`src/design/pawq_ram.sv`:
```
// ----------------------------------------------------------------------------
// pawq_ram
// Simple dual-port synchronous ram, one write and one registered read port.
// ----------------------------------------------------------------------------
module pawq_ram #(
	parameter int WIDTH = 8,
	parameter int DEPTH = 16,
	parameter int AW    = 4
) (
	input  logic             clk,
	input  logic             we,
	input  logic [AW-1:0]    waddr,
	input  logic [WIDTH-1:0] wdata,
	input  logic [AW-1:0]    raddr,
	output logic [WIDTH-1:0] rdata
);

	logic [WIDTH-1:0] mem [DEPTH];

	// write and registered read
	always_ff @(posedge clk) begin
		if (we) begin
			mem[waddr] <= wdata;
		end
		rdata <= mem[raddr];
	end

endmodule

```
`config.mk`:
```
export PLATFORM = sky130hd
export DESIGN_NAME = pawq_ram
export DESIGN_NICKNAME = d
export VERILOG_FILES = /design/src/design/pawq_ram.sv
export SDC_FILE = /design/constraint.sdc
export NUM_CORES = 1
export LEC_CHECK = 0
export ABC_AREA = 1
export BUFFER_PORTS_ARGS = -buffer_cell sky130_fd_sc_hd__buf_2
export CAP_MARGIN = 40
export CORE_MARGIN = 2
export CORE_UTILIZATION = 55
export CTS_CLUSTER_SIZE = 12
export DETAILED_ROUTE_END_ITERATION = 8
export GPL_TIMING_DRIVEN = 0
export PLACE_DENSITY = 0.82
export SLEW_MARGIN = 0
export SYNTH_ARGS = -nofsm -noshare
export SYNTH_HDL_FRONTEND = slang
export SYNTH_SLANG_ARGS = --single-unit
```
`constraint.sdc`:
```
create_clock -name clk -period 1.75 [get_ports clk]
set_input_delay 0.175 -clock clk [delete_from_list [all_inputs] [get_ports clk]]
set_output_delay 0.175 -clock clk [all_outputs]
set_load 0.02 [all_outputs]
```
After elaboration in Yosys (flattened, before gate mapping) --
Memories as Yosys holds them, arrays and structs flattened. A register that Yosys moved wholly into a read port is not among the register bits. Index checks and enable logic that the tools add are counted. W data, S select, Z words.
Storage, ports and cells: input port bits 18, logic and storage cells 3, memories kept 1, bits in registers 0, bits in writable memories 128, output and inout bits 8
Cells by class: multiplexer cells 2
Memories:
- mem | words 16, bits a word 8, read ports 1, clocked after memory_dff 1, write ports 1, line 18 | logic [WIDTH-1:0] mem [DEPTH];
Operators with widths (number):
- $mux W1 | 2

Logic depth before layout (Yosys ltp) --
Gate-level depths: netlist of run 1.
depth after elaboration 2, gate-level depth with buffers 8, gate-level depth less buffers 7

Least setup slack after synthesis of run 1 --
No wires, ideal clock.
kind input -> register, from input waddr[2], to memory mem[10][0] (enable), stages on the path 2, setup slack 0.624 ns, path buffers 0, arrival time 0.756 ns, library setup time 0.370 ns, cell sequence nand3b_1 nor2_1
RTL lines:
- from (decl) | line 12 | input logic [AW-1:0] waddr,
- to (decl) | line 18
No word-level cell before the write port.

Worst setup path in the final report of run 1 --
from input waddr[3], to memory mem[7][4] (enable)
No word-level cell before the write port.

==> results.cfg, run 1 <==
[synth]
yosysMostFrequentCell = nand2_1
synthTopCellsByArea = edfxtp_1 (67%), nand2_1 (11%), nand3_1 (8.4%)
synth_top_area_share_pct = 66.65
syn_area_um2 = 5767
ys.warnings.count = 0
synth-edff-count = 128
avgSynthCellArea_um2 = 10.47
syn_nets = 569
synth-seq-cells = 136
ys_async_sr_fraction_pct = 0
yosysSeqAreaShare_pct = 69.43
ys_top_cells_by_count = nand2_1 (173), edfxtp_1 (128), inv_1 (100)
syn_inst = 551
synth_cell_types = 12
synth_top_cell_by_area = edfxtp_1
ys.flop_type = edfxtp_1

[sta]
final.min_clock_period_ps = 1246
setup_tns_ps = 0
tightest_slew_ps = 984.3
fin_skew_ps = 7.404
max_freq_ghz = 0.8023
maxSlewHeadroom_pct = 34.14
finalCritPeriodShare_pct = 71.22
rsz0062_at_grt = no
slew_viol_final = 0
finalHoldViolCount = 0
setup_viol = 0

[outcome]
status = completed

[grt]
overflow = 0
grt_pass1_wl_um = 21460
antenna_found_initial = 0
grt.total_usage_pct = 26.29
grt_pass1_vias = 3998
grt_max_degree = 17

[final_layout]
syn2layout_area_growth_pct = 15.10
num-fill-cells = 721
finalNonFillerCells = 741
postLayoutCellArea_um2 = 6638
fin_nets = 610
n_antenna_cell = 0
drive_above_1_share_pct = 12.40

[place]
numPortBuffers = 22
globalplace.congestion = 0.8829
placed_area_um2 = 6047
place_inst = 709
dp.final_hpwl_um = 8832

[pwr]
p_switching_mw = 1.649
p_int_mw = 6.060
p_leak_nw = 2.896
clkPwrFrac_pct = 46.0
combPwrFrac_pct = 6.5
vdd_drop_max_mv = 0.6563
power_density_nw_per_um2 = 1161
p_sw_share_pct = 21.39
p_seq_share_pct = 47.5

[setup_path]
critPathKind = in -> reg
cp-end-kind = flip-flop
crit_buf_inv = 1
path_max_fanout = 8
crit_path_cell_trace = buf_2 -> nand3b_1 -> nor2_1
start_kind = input port
cp.required_ps = 1900
crit_slowest_cell = nor2_1
slowest_delay_ps = 810
crit_arrival_ps = 1400
critical_path.top_delay_family = simple AND/OR/NAND/NOR gates

[floorplan]
die_x_um = 106.4
ios = 26
core_um2 = 10230
design.die.area_um2 = 11320
initial_utilization_pct = 56.37
die_height_um = 106.4
fp-row-count = 37

[drt]
firstDrtPassIters = 9
first_iter_violations = 594
route.detailed.drc = 0
postRouteAntennaNets = 0
vias = 4076
wl_um = 13810
viasPerCell = 5.501
wl_per_cell_um = 18.64

[cts]
cts_sinks = 136
cts-root-buf = clkbuf_8
h-tree-depth = 4
cts_resized = 0
numCtsBuffers = 17
cts_tree = done
cts_hold_buf = 0
clock_path_buffers = 2
clkTransAtPathRegs_ps = 60
clk_latency_ps = 540
post-cts-setup-buffer-count = 0

[hold_path]
hp-class = in -> reg

[run]
maxCapViolations = 0
==> tightest hold or removal path, delay by kind of cell <==
family / cells / cell delay (ps)
and+or+nand+nor: 3 / 240
buffers and inverters: 1 / 150
==> layout by cell type, fill, tap and decap left out <==
master,netlist,layout
inv_2,2,2
buf_2,13,35
bufinv_16,0,3
edfxtp_1,128,128
clkbuf_16,0,16
nand2_1,173,173
buf_1,1,1
inv_1,100,100
clkinv_2,0,3
nor2_1,17,17
nand3b_1,2,2
nand3_1,97,97
buf_6,6,6
dfxtp_1,8,8
clkbuf_8,0,4
clkinvlp_4,0,2
buf_4,4,4
clkbuf_1,0,4
==> area by class of cell <==
type | count | area, µm² | share of cell area, %
Buffer | 24 | 166.4 | 2.507
Clock buffer | 24 | 470.5 | 7.088
Clock inverter | 8 | 120.1 | 1.810
Inverter | 102 | 382.9 | 5.768
Multi-Input combinational cell | 289 | 1214 | 18.28
Sequential cell | 136 | 4004 | 60.32
Tap cell | 136 | 170.2 | 2.564
Timing Repair Buffer | 22 | 110.1 | 1.659
==> power by group through the flow <==
stage	Combinational (mW)	Sequential, mW	Clock [mW]
after CTS	0.488	3.66	3.55
after global placement	0.465	3.72	0
after global routing	0.537	3.67	3.69
after detailed placement	0.483	3.73	0
after floorplan	0.257	3.75	0
final	0.500	3.66	3.55
==> per-stage QoR <==
stage | hold slack [ps] | total power, mW | util [%] | setup WS (ps)
finish | 64.32 | 7.709 | 64.88 | 503.6
global route | 67.66 | 7.894 | 64.88 | 540.9
CTS | 53.67 | 7.703 | 64.88 | 571.2
detailed placement | 590.7 | 4.211 | 59.10 | 60.64
global placement | 591.5 | 4.189 | 59.10 | 91.58
floorplan | 273.9 | 4.010 | - | 624.2
==> path summary, 6_finish.rpt <==
| path | cells past startpoint | start | end | slack, ps |
|---|---|---|---|---|
| setup / recovery | 3 | waddr[3] | mem[7][4]$_DFFE_PP_ | 500 |
| hold / removal | 4 | raddr[2] | rdata[1]$_DFF_P_ | 60 |
| setup reg to reg | 6 | mem[14][0]$_DFFE_PP_ | rdata[0]$_DFF_P_ | 660 |
| hold reg to reg | 6 | mem[7][1]$_DFFE_PP_ | rdata[1]$_DFF_P_ | 730 |
==> cells by family (layout without fill, tap and decap cells) <==
| family | after synthesis | after routing | synth area share, % |
|---|---|---|---|
| DFF | 136 | 136 | 69.43 |
| buffers and inverters | 126 | 180 | 9.525 |
| and+or+nand+nor | 289 | 289 | 21.05 |
==> registers in the layout, indices dropped and copies added, names as in the netlist <==
signal  cells
mem       128
rdata       8
==> metal layers <==
| layer | track usage (%) | routed length (µm) |
|---|---|---|
| met1 | 35.21 | 5326 |
| met2 | 41.12 | 6431 |
| met3 | 7.296 | 1690 |
| met4 | 10.24 | 367 |
| met5 | 0 | 0 |
(Power assumes the default switching activity.)
==> inputs of run 2 (changes only) <==
Clock period 1.75 ns to 1.15 ns, I/O delays scaled along.
==> results.cfg, run 2 (synthesized netlist as in run 1, its figures left out) <==
[outcome]
status = completed

[setup_path]
start_kind = flip-flop
reg2reg_from = mem[14][0]$_DFFE_PP_
cp_num_cells = 1
r2r_end = rdata[0]$_DFF_P_
critical_path.top_delay_family = flip-flops
startpoint = rdata[0]$_DFF_P_
crit_path_end = rdata[0]
r2r_slack_ps = 70
path_max_fanout = 1
cp-end-kind = primary output
reg2regPathDepth = 6
crit_path_cell_trace = buf_2
crit_arrival_ps = 990
crit_slowest_cell = dfxtp_1
crit_buf_inv = 1
slowest_delay_ps = 310
critPathKind = reg -> out
cp.required_ps = 1030

[pwr]
p_leak_nw = 2.904
vdd_drop_max_mv = 0.9913
finalPower_mw = 11.73
power_density_nw_per_um2 = 1762

[grt]
grt_pass1_wl_um = 21470
antenna_found_initial = 0
grt_pass1_vias = 4001
grt_max_degree = 17
grt.total_usage_pct = 26.31
overflow = 0

[final_layout]
fin_nets = 612
regArea_um2 = 4004
n_antenna_cell = 0
largest_reg_flops = 128
reg.largest.list = mem (128), rdata (8)
num-fill-cells = 721
syn2layout_area_growth_pct = 15.45
final_common_cell = nand2_1
drive_above_1_share_pct = 12.36
finish.utilization_pct = 65.07
top_register = mem
multiInputGateArea_um2 = 1214
finalNonFillerCells = 743
postLayoutCellArea_um2 = 6658
final_cell_mix = nand2_1 (173), edfxtp_1 (128), inv_1 (100)

[sta]
setup_viol = 0
maxSlewHeadroom_pct = 39.44
finalHoldViolCount = 0
setup_tns_ps = 0
fin_skew_ps = 5.333
hold_ws_ps = 19.94
setup_ws_ps = 44.11
final.min_clock_period_ps = 1106
tightest_slew_ps = 905.1
slew_viol_final = 0
finalCritPeriodShare_pct = 96.16
rsz0062_at_grt = no
max_freq_ghz = 0.9043

[place]
numPortBuffers = 22
placed_area_um2 = 6047
globalplace.congestion = 0.8829
place_ws_ps = -479.4
dp.final_hpwl_um = 8832
place_inst = 709

[hold_path]
hp-class = in -> reg

[drt]
postRouteAntennaNets = 0
dr_wl_met3_um = 1585
route.detailed.drc = 0
dr_wl_met2_um = 6429
wl_um = 13800
vias = 4073
wl_per_cell_um = 18.57
wl_met1_um = 5427
highest-signal-layer = met4
first_iter_violations = 610
viasPerCell = 5.482
firstDrtPassIters = 5

[cts]
cts_sinks = 136
h-tree-depth = 4
clock_path_buffers = 2
clkTransAtPathRegs_ps = 60
cts_resized = 0
numCtsBuffers = 17
post-cts-setup-buffer-count = 0
cts-root-buf = clkbuf_8
cts_tree = done
clk_latency_ps = 530

[run]
maxCapViolations = 0

[floorplan]
die_x_um = 106.4
initial_utilization_pct = 56.37
design.die.area_um2 = 11320
fp-row-count = 37
ios = 26
core_um2 = 10230
die_height_um = 106.4
## run 2: changes by cell type in the layout (fill, tap and decap cells not counted), sizes merged
cell         change
dlygate4sd3      +2
## run 2: how the worst min path moves through the flow
stage	from	slack, ps	to	cells past startpoint
5_1_grt	wdata[2]	10	mem[1][2]$_DFFE_PP_	1
4_1_cts	raddr[2]	1	rdata[0]$_DFF_P_	4
2_1_floorplan	wdata[0]	210	mem[0][0]$_DFFE_PP_	0
3_5_place_dp	rdata[1]$_DFF_P_	530	rdata[1]	1
3_3_place_gp	rdata[1]$_DFF_P_	530	rdata[1]	1
6_report	wdata[2]	20	mem[1][2]$_DFFE_PP_	1
## run 2: per-layer routing
metal	global-route usage [%]	vias to the layer above
li1	-	1867
met1	35.25	1887
met2	41.12	284
met3	7.296	35
met4	10.24	0
met5	0	-
## run 2: power breakdown
group	total (mW)	internal [mW]	switching (mW)	leakage [nW]
logic	0.765	0.218	0.547	1.40
clock network	5.40	3.47	1.93	0.285
registers	5.57	5.54	0.0289	1.22
total	11.7	9.23	2.51	2.90
## run 2: timing repair
action | 4_1_cts | 5_1_grt
setup endpoints to repair | 0 | 0
hold buffers | 2 | 0
hold endpoints to repair | 17 | 0
## run 2: layout make-up
type                    count  area share, %
clock inverters             8          1.804
plain buffers              24          2.500
multi-input cells         289          18.23
flip-flops and latches    136          60.14
inverters                 102          5.751
repair buffers             24          1.955
clock buffers              24          7.066
well taps                 136          2.556
## run 2: worst reg2reg max path, cell delays in order (launching register included)
cell and delay, ps:
edfxtp_1 390, inv_1 90, nand2_1 60, nand3_1 90, nand3_1 110, nand3_1 160
nand2_1 80
